**src/design/ste_pkg.sv**
```systemverilog
// shared types and constants for the staggered trapezoid envelope
`default_nettype none
package ste_pkg;

  localparam int unsigned NUM_CH  = 4;
  localparam int unsigned LVL_W   = 16;
  localparam int unsigned OUT_W   = 8;
  localparam int unsigned CNT_W   = 16;
  localparam int unsigned MS_W    = 10;
  localparam int unsigned START_W = 13;
  localparam int unsigned ADDR_W  = 5;
  localparam int unsigned DATA_W  = 32;

  typedef logic [LVL_W-1:0] level_t;

  localparam level_t LEVEL_FULL = 16'hFF00;

  localparam logic [MS_W-1:0]  RISE_RST   = 10'd100;
  localparam logic [MS_W-1:0]  HOLD_RST   = 10'd220;
  localparam logic [MS_W-1:0]  ONSET_RST  = 10'd110;
  localparam logic [15:0]      STEP_RST   = 16'd653;
  localparam logic [CNT_W-1:0] PERIOD_RST = 16'd2000;

  typedef enum logic [2:0] {
    REG_RISE   = 3'd0,
    REG_HOLD   = 3'd1,
    REG_ONSET  = 3'd2,
    REG_STEP   = 3'd3,
    REG_PERIOD = 3'd4
  } reg_idx_t;

  typedef struct packed {
    logic [MS_W-1:0]  rise_ms;
    logic [MS_W-1:0]  hold_ms;
    logic [MS_W-1:0]  onset_ms;
    logic [15:0]      step_q8;
    logic [CNT_W-1:0] period_ms;
  } cfg_t;

endpackage
`default_nettype wire

```
**src/design/ste_if.sv**
```systemverilog
// stream interfaces for the tick input and the level result
`default_nettype none
interface ste_in_if;
  logic valid;
  logic ready;
  logic tick;
  modport source (output valid, output tick, input ready);
  modport sink   (input valid, input tick, output ready);
endinterface

interface ste_out_if;
  logic       valid;
  logic       ready;
  logic [7:0] level_first;
  logic [7:0] level_second;
  logic [7:0] level_third;
  logic [7:0] level_fourth;
  modport source (output valid, output level_first, output level_second,
                  output level_third, output level_fourth, input ready);
  modport sink   (input valid, input level_first, input level_second,
                  input level_third, input level_fourth, output ready);
endinterface
`default_nettype wire

```
**src/design/ste_cfg_regs.sv**
```systemverilog
// apb register file for the envelope timing and step settings
`default_nettype none
module ste_cfg_regs (
  input  logic                      clk,
  input  logic                      rst_n,
  input  logic                      cfg_psel,
  input  logic                      cfg_penable,
  input  logic                      cfg_pwrite,
  input  logic [ste_pkg::ADDR_W-1:0] cfg_paddr,
  input  logic [ste_pkg::DATA_W-1:0] cfg_pwdata,
  output logic [ste_pkg::DATA_W-1:0] cfg_prdata,
  output logic                      cfg_pready,
  output ste_pkg::cfg_t             cfg
);
  import ste_pkg::*;

  cfg_t     cfg_r;
  reg_idx_t idx;
  logic     wr_en;

  assign idx        = reg_idx_t'(cfg_paddr[ADDR_W-1:2]);
  assign wr_en      = cfg_psel & cfg_penable & cfg_pwrite;
  assign cfg_pready = 1'b1;
  assign cfg        = cfg_r;

  always_ff @(posedge clk) begin
    if (!rst_n) begin
      cfg_r.rise_ms   <= RISE_RST;
      cfg_r.hold_ms   <= HOLD_RST;
      cfg_r.onset_ms  <= ONSET_RST;
      cfg_r.step_q8   <= STEP_RST;
      cfg_r.period_ms <= PERIOD_RST;
    end else if (wr_en) begin
      case (idx)
        REG_RISE:   cfg_r.rise_ms   <= cfg_pwdata[MS_W-1:0];
        REG_HOLD:   cfg_r.hold_ms   <= cfg_pwdata[MS_W-1:0];
        REG_ONSET:  cfg_r.onset_ms  <= cfg_pwdata[MS_W-1:0];
        REG_STEP:   cfg_r.step_q8   <= cfg_pwdata[15:0];
        REG_PERIOD: cfg_r.period_ms <= cfg_pwdata[CNT_W-1:0];
        default: ;
      endcase
    end
  end

  always_comb begin
    case (idx)
      REG_RISE:   cfg_prdata = DATA_W'(cfg_r.rise_ms);
      REG_HOLD:   cfg_prdata = DATA_W'(cfg_r.hold_ms);
      REG_ONSET:  cfg_prdata = DATA_W'(cfg_r.onset_ms);
      REG_STEP:   cfg_prdata = DATA_W'(cfg_r.step_q8);
      REG_PERIOD: cfg_prdata = DATA_W'(cfg_r.period_ms);
      default:    cfg_prdata = '0;
    endcase
  end

endmodule
`default_nettype wire

```
**src/design/ste_channel.sv**
```systemverilog
// next-level logic for one channel's trapezoid
`default_nettype none
module ste_channel (
  input  ste_pkg::cfg_t                cfg,
  input  logic [ste_pkg::CNT_W-1:0]    now,
  input  logic [ste_pkg::START_W-1:0]  start,
  input  ste_pkg::level_t              level,
  output ste_pkg::level_t              level_nxt
);
  import ste_pkg::*;

  logic [CNT_W-1:0] rel;
  logic [10:0]      hold_end;
  logic [11:0]      fall_end;
  logic [LVL_W:0]   sum;
  level_t           up;
  level_t           down;

  assign rel      = now - CNT_W'(start);
  assign hold_end = {1'b0, cfg.rise_ms} + {1'b0, cfg.hold_ms};
  assign fall_end = {1'b0, hold_end} + {2'b0, cfg.rise_ms};

  // saturating add, flooring subtract
  assign sum  = {1'b0, level} + {1'b0, cfg.step_q8};
  assign up   = (sum >= {1'b0, LEVEL_FULL}) ? LEVEL_FULL : sum[LVL_W-1:0];
  assign down = (level > cfg.step_q8) ? (level - cfg.step_q8) : '0;

  always_comb begin
    if (now < CNT_W'(start)) begin
      level_nxt = '0;
    end else if (rel < CNT_W'(cfg.rise_ms)) begin
      level_nxt = up;
    end else if (rel < CNT_W'(hold_end)) begin
      level_nxt = LEVEL_FULL;
    end else if (rel < CNT_W'(fall_end)) begin
      level_nxt = down;
    end else begin
      level_nxt = '0;
    end
  end

endmodule
`default_nettype wire

```
**src/design/staggered_trapezoid_envelope.sv**
```systemverilog
// top level: four-channel staggered trapezoid envelope with apb settings
//
//   channel  dir  payload                                   handshake
//   in_ch    in   tick                                      valid/ready
//   out_ch   out  level_first..level_fourth (8 bits each)   valid/ready
//   cfg_*    in   apb write/read of five config registers   psel/penable
//
// one beat in gives one beat out in the cycle after; a beat is taken every cycle
// while the result register is empty or being drained. the channel levels are
// the result register itself, so a stalled result holds in_ch off.
// rst_n (synchronous) clears the period count, the levels and out valid, and
// loads the register defaults.
`default_nettype none
module staggered_trapezoid_envelope (
  input  logic                       clk,
  input  logic                       rst_n,
  ste_in_if.sink                     in_ch,
  ste_out_if.source                  out_ch,
  input  logic                       cfg_psel,
  input  logic                       cfg_penable,
  input  logic                       cfg_pwrite,
  input  logic [ste_pkg::ADDR_W-1:0] cfg_paddr,
  input  logic [ste_pkg::DATA_W-1:0] cfg_pwdata,
  output logic [ste_pkg::DATA_W-1:0] cfg_prdata,
  output logic                       cfg_pready
);
  import ste_pkg::*;

  cfg_t             cfg;
  logic             in_acc;
  logic             step_en;
  logic             out_valid_r;
  logic [CNT_W-1:0] cnt_r;
  logic [CNT_W-1:0] cnt_nxt;
  logic [CNT_W:0]   cnt_inc;
  logic [MS_W:0]    spacing;
  logic [START_W-1:0] start [NUM_CH];
  level_t           level_r   [NUM_CH];
  level_t           level_nxt [NUM_CH];

  ste_cfg_regs u_cfg (
    .clk         (clk),
    .rst_n       (rst_n),
    .cfg_psel    (cfg_psel),
    .cfg_penable (cfg_penable),
    .cfg_pwrite  (cfg_pwrite),
    .cfg_paddr   (cfg_paddr),
    .cfg_pwdata  (cfg_pwdata),
    .cfg_prdata  (cfg_prdata),
    .cfg_pready  (cfg_pready),
    .cfg         (cfg)
  );

  assign in_ch.ready = !out_valid_r || out_ch.ready;
  assign in_acc      = in_ch.valid && in_ch.ready;
  assign step_en     = in_acc && in_ch.tick;

  assign spacing = {1'b0, cfg.rise_ms} + {1'b0, cfg.onset_ms};

  genvar k;
  generate
    for (k = 0; k < NUM_CH; k++) begin : g_ch
      assign start[k] = START_W'(k) * START_W'(spacing);
      ste_channel u_ch (
        .cfg       (cfg),
        .now       (cnt_r),
        .start     (start[k]),
        .level     (level_r[k]),
        .level_nxt (level_nxt[k])
      );
      always_ff @(posedge clk) begin
        if (!rst_n) begin
          level_r[k] <= '0;
        end else if (step_en) begin
          level_r[k] <= level_nxt[k];
        end
      end
    end
  endgenerate

  // wrap also covers a zero period and a period lowered below the count
  assign cnt_inc = {1'b0, cnt_r} + 1'b1;
  assign cnt_nxt = (cnt_inc >= {1'b0, cfg.period_ms}) ? '0 : cnt_inc[CNT_W-1:0];

  always_ff @(posedge clk) begin
    if (!rst_n) begin
      cnt_r       <= '0;
      out_valid_r <= 1'b0;
    end else begin
      if (step_en) begin
        cnt_r <= cnt_nxt;
      end
      if (in_acc) begin
        out_valid_r <= 1'b1;
      end else if (out_ch.ready) begin
        out_valid_r <= 1'b0;
      end
    end
  end

  assign out_ch.valid        = out_valid_r;
  assign out_ch.level_first  = level_r[0][LVL_W-1 -: OUT_W];
  assign out_ch.level_second = level_r[1][LVL_W-1 -: OUT_W];
  assign out_ch.level_third  = level_r[2][LVL_W-1 -: OUT_W];
  assign out_ch.level_fourth = level_r[3][LVL_W-1 -: OUT_W];

  a_stall_blocks_in : assert property (@(posedge clk) disable iff (!rst_n)
    (out_valid_r && !out_ch.ready) |-> !in_ch.ready)
    else $error("input taken while result stalled");

  a_idle_beat_holds : assert property (@(posedge clk) disable iff (!rst_n)
    (in_acc && !in_ch.tick) |=> ($stable(cnt_r) && $stable(level_r[0]) &&
      $stable(level_r[1]) && $stable(level_r[2]) && $stable(level_r[3])))
    else $error("state moved on a beat without tick");

  a_count_wraps : assert property (@(posedge clk) disable iff (!rst_n)
    step_en |=> ((cnt_r == '0) || (cnt_r < $past(cfg.period_ms))))
    else $error("period count past period");

  a_level_cap : assert property (@(posedge clk) disable iff (!rst_n)
    (level_r[0] <= LEVEL_FULL) && (level_r[1] <= LEVEL_FULL) &&
    (level_r[2] <= LEVEL_FULL) && (level_r[3] <= LEVEL_FULL))
    else $error("channel level above full scale");

endmodule
`default_nettype wire
```
**src/flat_wrapper.sv**
```systemverilog
// flat-port wrapper written by rule: the top's interface ports become plain ports
module staggered_trapezoid_envelope_flat import ste_pkg::*;
  (clk, rst_n, cfg_psel, cfg_penable, cfg_pwrite, cfg_paddr, cfg_pwdata, cfg_prdata, cfg_pready, in_ch_valid, in_ch_tick, in_ch_ready, out_ch_valid, out_ch_level_first, out_ch_level_second, out_ch_level_third, out_ch_level_fourth, out_ch_ready);
  ste_in_if in_ch_i ();
  ste_out_if out_ch_i ();
  input  logic clk;
  input  logic rst_n;
  input  logic cfg_psel;
  input  logic cfg_penable;
  input  logic cfg_pwrite;
  input  logic [ste_pkg::ADDR_W-1:0] cfg_paddr;
  input  logic [ste_pkg::DATA_W-1:0] cfg_pwdata;
  output logic [ste_pkg::DATA_W-1:0] cfg_prdata;
  output logic cfg_pready;
  input wire logic [$bits(in_ch_i.valid)-1:0] in_ch_valid;
  input wire logic [$bits(in_ch_i.tick)-1:0] in_ch_tick;
  output wire logic [$bits(in_ch_i.ready)-1:0] in_ch_ready;
  output wire logic [$bits(out_ch_i.valid)-1:0] out_ch_valid;
  output wire logic [$bits(out_ch_i.level_first)-1:0] out_ch_level_first;
  output wire logic [$bits(out_ch_i.level_second)-1:0] out_ch_level_second;
  output wire logic [$bits(out_ch_i.level_third)-1:0] out_ch_level_third;
  output wire logic [$bits(out_ch_i.level_fourth)-1:0] out_ch_level_fourth;
  input wire logic [$bits(out_ch_i.ready)-1:0] out_ch_ready;
  assign in_ch_i.valid = in_ch_valid;
  assign in_ch_i.tick = in_ch_tick;
  assign in_ch_ready = in_ch_i.ready;
  assign out_ch_valid = out_ch_i.valid;
  assign out_ch_level_first = out_ch_i.level_first;
  assign out_ch_level_second = out_ch_i.level_second;
  assign out_ch_level_third = out_ch_i.level_third;
  assign out_ch_level_fourth = out_ch_i.level_fourth;
  assign out_ch_i.ready = out_ch_ready;
  staggered_trapezoid_envelope u_core (.clk(clk), .rst_n(rst_n), .in_ch(in_ch_i), .out_ch(out_ch_i), .cfg_psel(cfg_psel), .cfg_penable(cfg_penable), .cfg_pwrite(cfg_pwrite), .cfg_paddr(cfg_paddr), .cfg_pwdata(cfg_pwdata), .cfg_prdata(cfg_prdata), .cfg_pready(cfg_pready));
endmodule
```
**config.mk**
```make
export PLATFORM = sky130hd
export DESIGN_NAME = staggered_trapezoid_envelope_flat
export DESIGN_NICKNAME = d
export VERILOG_FILES = /design/src/design/ste_pkg.sv /design/src/design/ste_if.sv /design/src/design/ste_cfg_regs.sv /design/src/design/ste_channel.sv /design/src/design/staggered_trapezoid_envelope.sv /design/src/flat_wrapper.sv
export SDC_FILE = /design/constraint.sdc
export NUM_CORES = 1
export LEC_CHECK = 0
export BUFFER_PORTS_ARGS = -buffer_cell sky130_fd_sc_hd__buf_2
export CORE_MARGIN = 4
export CORE_UTILIZATION = 30
export CTS_BUF_LIST = sky130_fd_sc_hd__clkbuf_2 sky130_fd_sc_hd__clkbuf_4 sky130_fd_sc_hd__clkbuf_8
export DETAILED_ROUTE_END_ITERATION = 10
export GPL_TIMING_DRIVEN = 1
export SLEW_MARGIN = 20
export SYNTH_ARGS = -nofsm -noshare
export SYNTH_HDL_FRONTEND = slang
export SYNTH_SLANG_ARGS = --single-unit
```
**constraint.sdc**
```tcl
create_clock -name clk -period 8.13 [get_ports clk]
set_input_delay 0.813 -clock clk [delete_from_list [all_inputs] [get_ports clk]]
set_output_delay 0.813 -clock clk [all_outputs]
set_load 0.01 [all_outputs]
```
## Yosys cells after proc, flatten, opt, wreduce, memory -nomap -nowiden

Memories as Yosys holds them, arrays and structs flattened.
Cells that the tools add are included.

| word-level totals | value |
|---|---|
| bits in latches | 0 |
| bits of input ports | 45 |
| logic and storage cells | 106 |
| memories | 1 |
| output and inout bits | 67 |
| RAM bits | 64 |
| register bits | 79 |
| memory bits (read-only) | 0 |

Memory list:

| name | words | bits a word | rd ports | clocked after Yosys merged registers in | write ports | line | source |
|---|---|---|---|---|---|---|---|
| u_core.level_r | 4 | 16 | 4 | 0 | 4 | staggered_trapezoid_envelope.sv:38 | `level_t level_r [NUM_CH];` |

| operators by class | value |
|---|---|
| bitwise operators | 6 |
| order comparisons | 25 |
| reduce and logical (&&, ||, !) cells | 11 |
| add/sub/neg operators | 15 |
| multiply operators | 1 |
| shift operators | 0 |
| multiplexer cells | 36 |
| equality and inequality tests | 4 |
| divide/modulo/power cells | 0 |

Operators by type and width:

| cell | count |
|---|---|
| $mux W16 | 29 |
| $lt A16 B11 Y1 | 5 |
| $lt A16 B12 Y1 | 5 |
| $pmux W16 S5 | 1 |
| $add A16 B16 Y17 | 4 |
| $ge A17 B16 Y1 const B | 4 |
| $gt A16 B16 Y1 | 4 |
| $lt A16 B10 Y1 | 4 |
| $sub A16 B16 Y16 | 4 |
| $add A10 B10 Y11 | 2 |
| $add A16 B1 Y17 const B | 1 |
| $ge A17 B16 Y1 | 1 |
| $lt A16 B1 Y1 const B | 1 |
| $lt A16 B13 Y1 | 1 |
| $sub A16 B11 Y16 | 1 |
| $sub A16 B12 Y16 | 1 |
| $sub A16 B13 Y16 | 1 |
| $mul A2 B11 Y13 const A | 1 |
| $add A11 B10 Y12 | 1 |
| $reduce_and A2 Y1 | 5 |
| $eq A3 B2 Y1 const B | 2 |
| $mux W1 | 6 |
| $or A1 B1 Y1 | 4 |
| $eq A3 B1 Y1 const B | 1 |
| 7 further kinds | 9 |

## Depth between registers and ports, before layout

Gate-level depths: netlist of the first run.

| logic depth | value |
|---|---|
| word-level depth | 9 |
| mapped depth | 31 |
| gate-level depth less buffers | 30 |

## Cells and area by module

A second synthesis of the first run with hierarchy kept.

| unflattened totals | value |
|---|---|
| cells, all modules | 3,253 |
| area total of the unflattened synthesis | 25,623.3 sq um |

By module, submodules not included:

| module | area each (sq um) | sequential area each (sq um) | cells an instance | instances |
|---|---|---|---|---|
| staggered_trapezoid_envelope | 5,206.2 | 2,262.2 | 500 | 1 |
| ste_channel at u_core.g_ch[1].u_ch | 4,585.6 | 0.0 | 627 | 1 |
| ste_channel at u_core.g_ch[0].u_ch | 4,299.1 | 0.0 | 601 | 1 |
| ste_channel at u_core.g_ch[3].u_ch | 4,270.3 | 0.0 | 597 | 1 |
| ste_channel at u_core.g_ch[2].u_ch | 4,189.0 | 0.0 | 596 | 1 |
| ste_cfg_regs | 3,072.9 | 1,241.2 | 332 | 1 |

## Worst setup path before layout of the first run

OpenSTA, ideal clock, no wires.

| path | value |
|---|---|
| path type | reg-to-reg |
| start point | reg u_core.u_cfg.cfg_r (netlist bit u_core.u_cfg.cfg[52]) |
| end point | mem u_core.level_r[1][21] (netlist name) (data pin) |
| cell stages (with the launch flop) | 28 |
| arrival | 5.893 ns |
| required time | 7.950 ns |
| period minus slack after synthesis | 6.073 ns |
| path slack | 2.057 ns |
| cell sequence | dfxtp_1 > ha_1 > fa_1 > ha_1 > fa_1 > a21o_1 > a21oi_1 > o21bai_1 > maj3_1 > xnor2_1 > ha_1 > o211ai_1 > a31oi_1 > o21a_1 > o21a_1 > nor2_1 > xor2_1 > inv_1 > ha_1 > nand4_1 > a21oi_1 > nor2_1 > nand3_1 > nor4b_2 > and2_1 > clkbuf_1 > a21oi_1 > a221oi_1 |

RTL lines:

| item | line | source |
|---|---|---|
| start: declaration | ste_cfg_regs.sv:17 | `cfg_t cfg_r;` |
| end: declaration | staggered_trapezoid_envelope.sv:38 |  |

==> impl_metrics.toml, run 1 <==
[cells_and_area]
nFillCells = 6608
utilization_pct = 32.71
area_delta_synth_final_pct = 7.644
drive_gt1_share_pct = 7.842
layout.nets = 2738
instances_no_fill = 3196
antenna_cells = 0

[clock_network]
cts_hold_buf = 0
post_cts_buffers = 0
cts_buffers = 17
cts_tree = "yes"
clk_path_buf_depth = 2
clk_pin_slew_ns = 0.10
ctsRootBufferMaster = "clkbuf_8"
clk_latency_ns = 0.51
cts_resized = 0
h-tree-depth = 4
cts.sinks = 143

[floorplanning]
die_w_microns = 258.5
initial_utilization_pct = 30.39
die-height_microns = 258.5
die_area_sq_um = 66820
ioPinCount = 112
core-area_sq_um = 61940
rows = 91

[detailed_routing]
antenna_left = 0
wl_per_cell_microns = 18.65
viasPerCell = 5.304
firstDrtPassIters = 5
vias = 16950
routed_wl_microns = 59610
dr.first_iter.drc_count = 1170
drc = 0

[power_and_ir_drop]
p_per_area_nw_per_um2 = 105.0
vdd_drop_max_mv = 0.1033
power.leakage_nw = 8.809

[critical_path]
path_class = "reg2reg"
cpMaxStageDelayCell = "dfxtp_1"
crit_arrival_ns = 7.19
cp_max_fo = 16
crit_family = "compound AO/OA/AOI/OAI gates"
cp.required_ns = 8.44
crit_chain = "ha_1, fa_1, ha_1, fa_1, a21o_1, a21oi_1, o21bai_1, maj3_1, nand3_1, nand2_1, a21o_1, a21oi_1, xnor2_1, ha_1, a21o_1, a31oi_1, mux2i_1, nor3_1, nor4bb_1, buf_4, o21a_1, o211ai_1, a221oi_1"
max_stage_delay_ns = 0.59
endpoint_kind = "flop"
critical_path.startpoint_type = "flop"
crit_buf_inv = 1

[hold_path]
hold_path.class = "reg2reg"

[flow_run]
maxCapViolations = 0

[synth]
syn_avg_cell_area_sq_um = 8.034
ys_ff_latch = 143
yosysSeqAreaShare_pct = 18.61
ys_top_cells_by_area = "ha_1 (22%), edfxtp_1 (10%), dfxtp_1 (8.4%)"
synthFlopType = "dfxtp_1"
yosysWarnings = 0
yosys.area.top_type_share_pct = 22.07
synth_top_area_cell = "ha_1"
synthCells = 2343
synthArstFlopShare_pct = 0
ys_types = 89
netlist_area_sq_um = 18820
synth_edf_count = 64

[timing]
period_share_pct = 84.62
hold_viol = 0
max_slew.worst_pin.slew_ns = 1.185
clock.fmax_mhz = 145.4
timing.setup.tns_ns = 0
finClkSkew_ns = 0.01816
relSlewSlack_pct = 18.94
finalSetupViolations = 0
rsz0062_at_grt = "no"
finalMaxSlewViolations = 0
period_needed_ns = 6.879

[grt]
antenna_found_initial = 2
grt_use_total_pct = 17.56
grt_pass1_vias = 15870
grt_max_degree = 65
grt_pass1_wl_microns = 93080
grt.overflow.total = 0

[placement]
place.gp.congestion = 0.9076
hpwl_microns = 47410
dpl.cell_count = 3164
port_buffers = 76

[status]
status = "completed"
-- synthesized netlist by cell type (all sizes together), types with 13 or more instances --
| master | number |
|---|---|
| a211oi | 33 |
| a21o | 75 |
| a21oi | 212 |
| a221oi | 42 |
| a22oi | 26 |
| a31oi | 28 |
| and3 | 21 |
| buf | 57 |
| clkbuf | 79 |
| dfxtp | 79 |
| edfxtp | 64 |
| fa | 15 |
| ha | 332 |
| inv | 173 |
| nand2 | 209 |
| nand2b | 40 |
| nand3 | 52 |
| nand4 | 25 |
| nor2 | 141 |
| nor2b | 31 |
| nor3 | 46 |
| nor4 | 16 |
| o211ai | 29 |
| o21a | 41 |
| o21ai | 100 |
| o21bai | 35 |
| o22ai | 16 |
| o31ai | 15 |
| or2 | 14 |
| or3 | 13 |
| xnor2 | 105 |
| xor2 | 36 |
-- power by group --
| group | switching [mW] | internal (mW) |
|---|---|---|
| Combinational | 0.393 | 0.260 |
| Clock | 0.339 | 0.323 |
| Sequential | 0.0288 | 0.783 |
| Total | 0.761 | 1.37 |
-- worst min-delay path: cells and delay by family, from the launching register on --
kind	cells	cell delay, ns
AO/OA/AOI/OAI	1	0.05
AND/OR/NAND/NOR	1	0.05
flip-flops	1	0.32
-- worst paths after layout --
check | from | endpoint | cells after the start | slack (ns)
max | u_core.u_cfg.cfg[52]$_SDFFE_PN0P_ | u_core.level_r[1][21]$_SDFFCE_PN0P_ | 23 | 1.25
min | u_core.u_cfg.cfg[11]$_SDFFE_PN0P_ | u_core.u_cfg.cfg[11]$_SDFFE_PN0P_ | 2 | 0.46
max reg2reg | u_core.u_cfg.cfg[52]$_SDFFE_PN0P_ | u_core.level_r[1][21]$_SDFFCE_PN0P_ | 23 | 1.25
min reg2reg | u_core.u_cfg.cfg[11]$_SDFFE_PN0P_ | u_core.u_cfg.cfg[11]$_SDFFE_PN0P_ | 2 | 0.46
-- placed cells by master, fill, tap and decap left out, types with 17 or more instances in the layout --
master    count
a211oi_1     32
a21o_1       75
a21oi_1     210
a221oi_1     41
a22oi_1      26
a31oi_1      28
and3_1       21
buf_2        76
buf_4        29
clkbuf_8     18
conb_1       17
dfxtp_1      79
edfxtp_1     64
ha_1        332
inv_1       170
nand2_1     209
nand2b_1     40
nand3_1      52
nand4_1      25
nor2_1      141
nor2b_1      31
nor3_1       46
o211ai_1     29
o21a_1       41
o21ai_0      92
o21bai_1     35
xnor2_1     104
xor2_1       36
-- logic make-up (layout without fill, tap and decap cells) --
kind of cell               after synthesis  after routing  synth area share, %
adders and majority gates              352            352                23.93
buffers and inverters                  309            310                7.225
other                                    2             17              0.03990
AOI/OAI and AO/OA                      729            729                25.74
xor gates and xnor gates               141            141                6.660
and+or+nand+nor                        651            651                16.87
DFF                                    143            143                18.61
muxes                                   16             16               0.9239
-- registers in the layout, summed over array words and instances, names as in the netlist --
signal	cells
u_core.level_r	64
u_core.out_ch.valid	1
u_core.u_cfg.cfg	62
u_core.cnt_r	16
-- per-layer routing --
metal	share of wire, %	global-route usage, %	wire, microns
met5	0	0	0
met4	2.7	4.768	1591
met3	5.8	2.492	3478
met2	45	28.29	26570
met1	47	24.63	27970
-- through the flow --
step           hold slack (ns)  cell area, sq um  worst slack, ns  total power, mW
6_report                0.4590             20260            1.251            2.127
5_1_grt                 0.4825             20260           0.8108            2.257
4_1_cts                 0.4600             20260            1.313            2.132
3_5_place_dp            0.4476             19820            1.357            1.470
3_3_place_gp            0.4434             19820            1.417            1.468
2_1_floorplan           0.4363             18880            2.057            1.315
-- final cells by class --
cell class              instances  area [sq um]  share of cell area [%]
multi-input cells            1906         14020                   69.21
flip-flops and latches        143          3503                   17.29
well taps                     837          1047                   5.168
inverters                     173         651.9                   3.217
repair buffers                105         598.1                   2.952
clock buffers                  18         247.7                   1.223
clock inverters                14         191.4                  0.9447
Note: power is estimated with default switching activity, not from simulation.
==> inputs of run 2 (changes only) <==
clock period = 7.1 ns   (was 8.13 ns; I/O delays follow)
==> run 2 against run 1 <==
Register-to-register slack worse by 0.72 ns. Combinational power increased by 17%. Maximum frequency increased by 4.7%. Critical path type unchanged. Clock power about the same. Largest power group unchanged. Cell count rose by 0.75%. First-iteration DRC count up 3.7%.
==> impl_metrics.toml, run 2 (same netlist as run 1, synthesis figures left out) <==
[status]
status = "completed"

[placement]
post_dp_cell_area_sq_um = 19990
dpl.cell_count = 3186
pre_cts_ws_ns = 0.5485
place.gp.congestion = 0.9158
hpwl_microns = 48570
port_buffers = 76

[cells_and_area]
layout.nets = 2760
drive_gt1_share_pct = 8.694
instances_no_fill = 3220
final_common_cell = "ha_1"
nFillCells = 6667
mostFrequentLayoutCells = "ha_1 (332), a21oi_1 (210), nand2_1 (209), inv_1 (170), nor2_1 (141)"
area_delta_synth_final_pct = 8.182
top_register = "u_core.level_r"
fin_area_sq_um = 20360
largest_reg_flops = 64
utilization_pct = 32.88

[detailed_routing]
wl_per_cell_microns = 19.01
vias = 17260
viasPerCell = 5.360
drc = 0
firstDrtPassIters = 5
wl_met3_microns = 3494
dr.first_iter.drc_count = 1213
wl_met1_microns = 28830
routed_wl_microns = 61210
highest_layer = "met4"
dr_wl_met2_microns = 27470
antenna_left = 0

[clock_network]
cts_resized = 0
clk_pin_slew_ns = 0.09
cts_hold_buf = 0
h-tree-depth = 4
clk_latency_ns = 0.51
ctsRootBufferMaster = "clkbuf_8"
cts_buffers = 17
post_cts_buffers = 0
cts_tree = "yes"
cts.sinks = 143
clk_path_buf_depth = 2

[timing]
worst_slack_ns = 0.5286
finClkSkew_ns = 0.01942
period_share_pct = 92.55
finalMaxSlewViolations = 0
timing.setup.tns_ns = 0
max_slew.worst_pin.slew_ns = 1.022
hold_viol = 0
period_needed_ns = 6.571
rsz0062_at_grt = "no"
finalSetupViolations = 0
clock.fmax_mhz = 152.2
relSlewSlack_pct = 31.38
whs_ns = 0.4499

[flow_run]
maxCapViolations = 0

[critical_path]
cp.required_ns = 7.42
cp_common_cell = "ha_1"
cpMaxStageDelayCell = "xor2_1"
path_class = "reg2reg"
endpoint_kind = "flop"
critical_path.startpoint_type = "flop"
max_stage_delay_ns = 0.44
crit_arrival_ns = 6.89
cp_max_fo = 9

[floorplanning]
ioPinCount = 112
core-area_sq_um = 61940
die-height_microns = 258.5
initial_utilization_pct = 30.39
die_area_sq_um = 66820
rows = 91
die_w_microns = 258.5

[grt]
grt_pass1_wl_microns = 95290
grt_max_degree = 65
grt_use_total_pct = 18.00
antenna_found_initial = 2
grt.overflow.total = 0
grt_pass1_vias = 16150

[power_and_ir_drop]
power.leakage_nw = 8.895
vdd_drop_max_mv = 0.1230
power_mw = 2.355
p_per_area_nw_per_um2 = 115.6

[hold_path]
hold_path.class = "in2reg"
[run 2: changes by cell type in the layout (fill, tap and decap cells not counted)]
| cell | previous run | this run |
|---|---|---|
| inv_6 | 6 | 2 |
| inv_8 | 2 | 0 |
| buf_4 | 29 | 51 |
| diode_2 | 0 | 2 |
| clkinv_2 | 0 | 3 |
| inv_4 | 1 | 4 |
| bufinv_16 | 3 | 1 |
| clkbuf_4 | 0 | 2 |
[run 2: worst paths after layout]
path,from,to,slack [ns],cells after the start
worst max-delay path,u_core.u_cfg.cfg[32]$_SDFFE_PN0P_,u_core.level_r[1][23]$_SDFFCE_PN0P_,0.53,29
worst min-delay path,cfg_pwdata[14],u_core.u_cfg.cfg[14]$_SDFFE_PN0P_,0.45,3
worst max register to register,u_core.u_cfg.cfg[32]$_SDFFE_PN0P_,u_core.level_r[1][23]$_SDFFCE_PN0P_,0.53,29
worst min register to register,u_core.u_cfg.cfg[12]$_SDFFE_PN0P_,u_core.u_cfg.cfg[12]$_SDFFE_PN0P_,0.46,2
[run 2: layer usage]
| layer | global-route usage (%) | up-vias |
|---|---|---|
| li1 | - | 8559 |
| met1 | 25.17 | 8116 |
| met2 | 29.26 | 514 |
| met3 | 2.453 | 70 |
| met4 | 4.663 | 0 |
| met5 | 0 | - |
[run 2: cell type report]
type	instances	area [sq um]	area share, %
multi-input cells	1906	14020	68.86
clock buffers	20	262.8	1.290
well taps	837	1047	5.143
repair buffers	127	763.2	3.748
flip-flops and latches	143	3503	17.20
diodes	2	5.005	0.02458
inverters	173	651.9	3.201
clock inverters	12	107.6	0.5284
[run 2: critical path, delay by kind of cell, from the launching register on]
| kind | cells | cell delay [ns] |
|---|---|---|
| flops | 1 | 0.33 |
| compound gates | 13 | 2.24 |
| fa+ha+maj | 5 | 1.54 |
| xor+xnor | 3 | 0.86 |
| simple gates | 7 | 1.31 |
| buf+inv | 1 | 0.09 |
[run 2: where the power goes]
| part | total, mW | internal, mW | switching (mW) |
|---|---|---|---|
| logic | 0.763 | 0.301 | 0.461 |
| clock network | 0.665 | 0.296 | 0.369 |
| registers | 0.927 | 0.897 | 0.0306 |
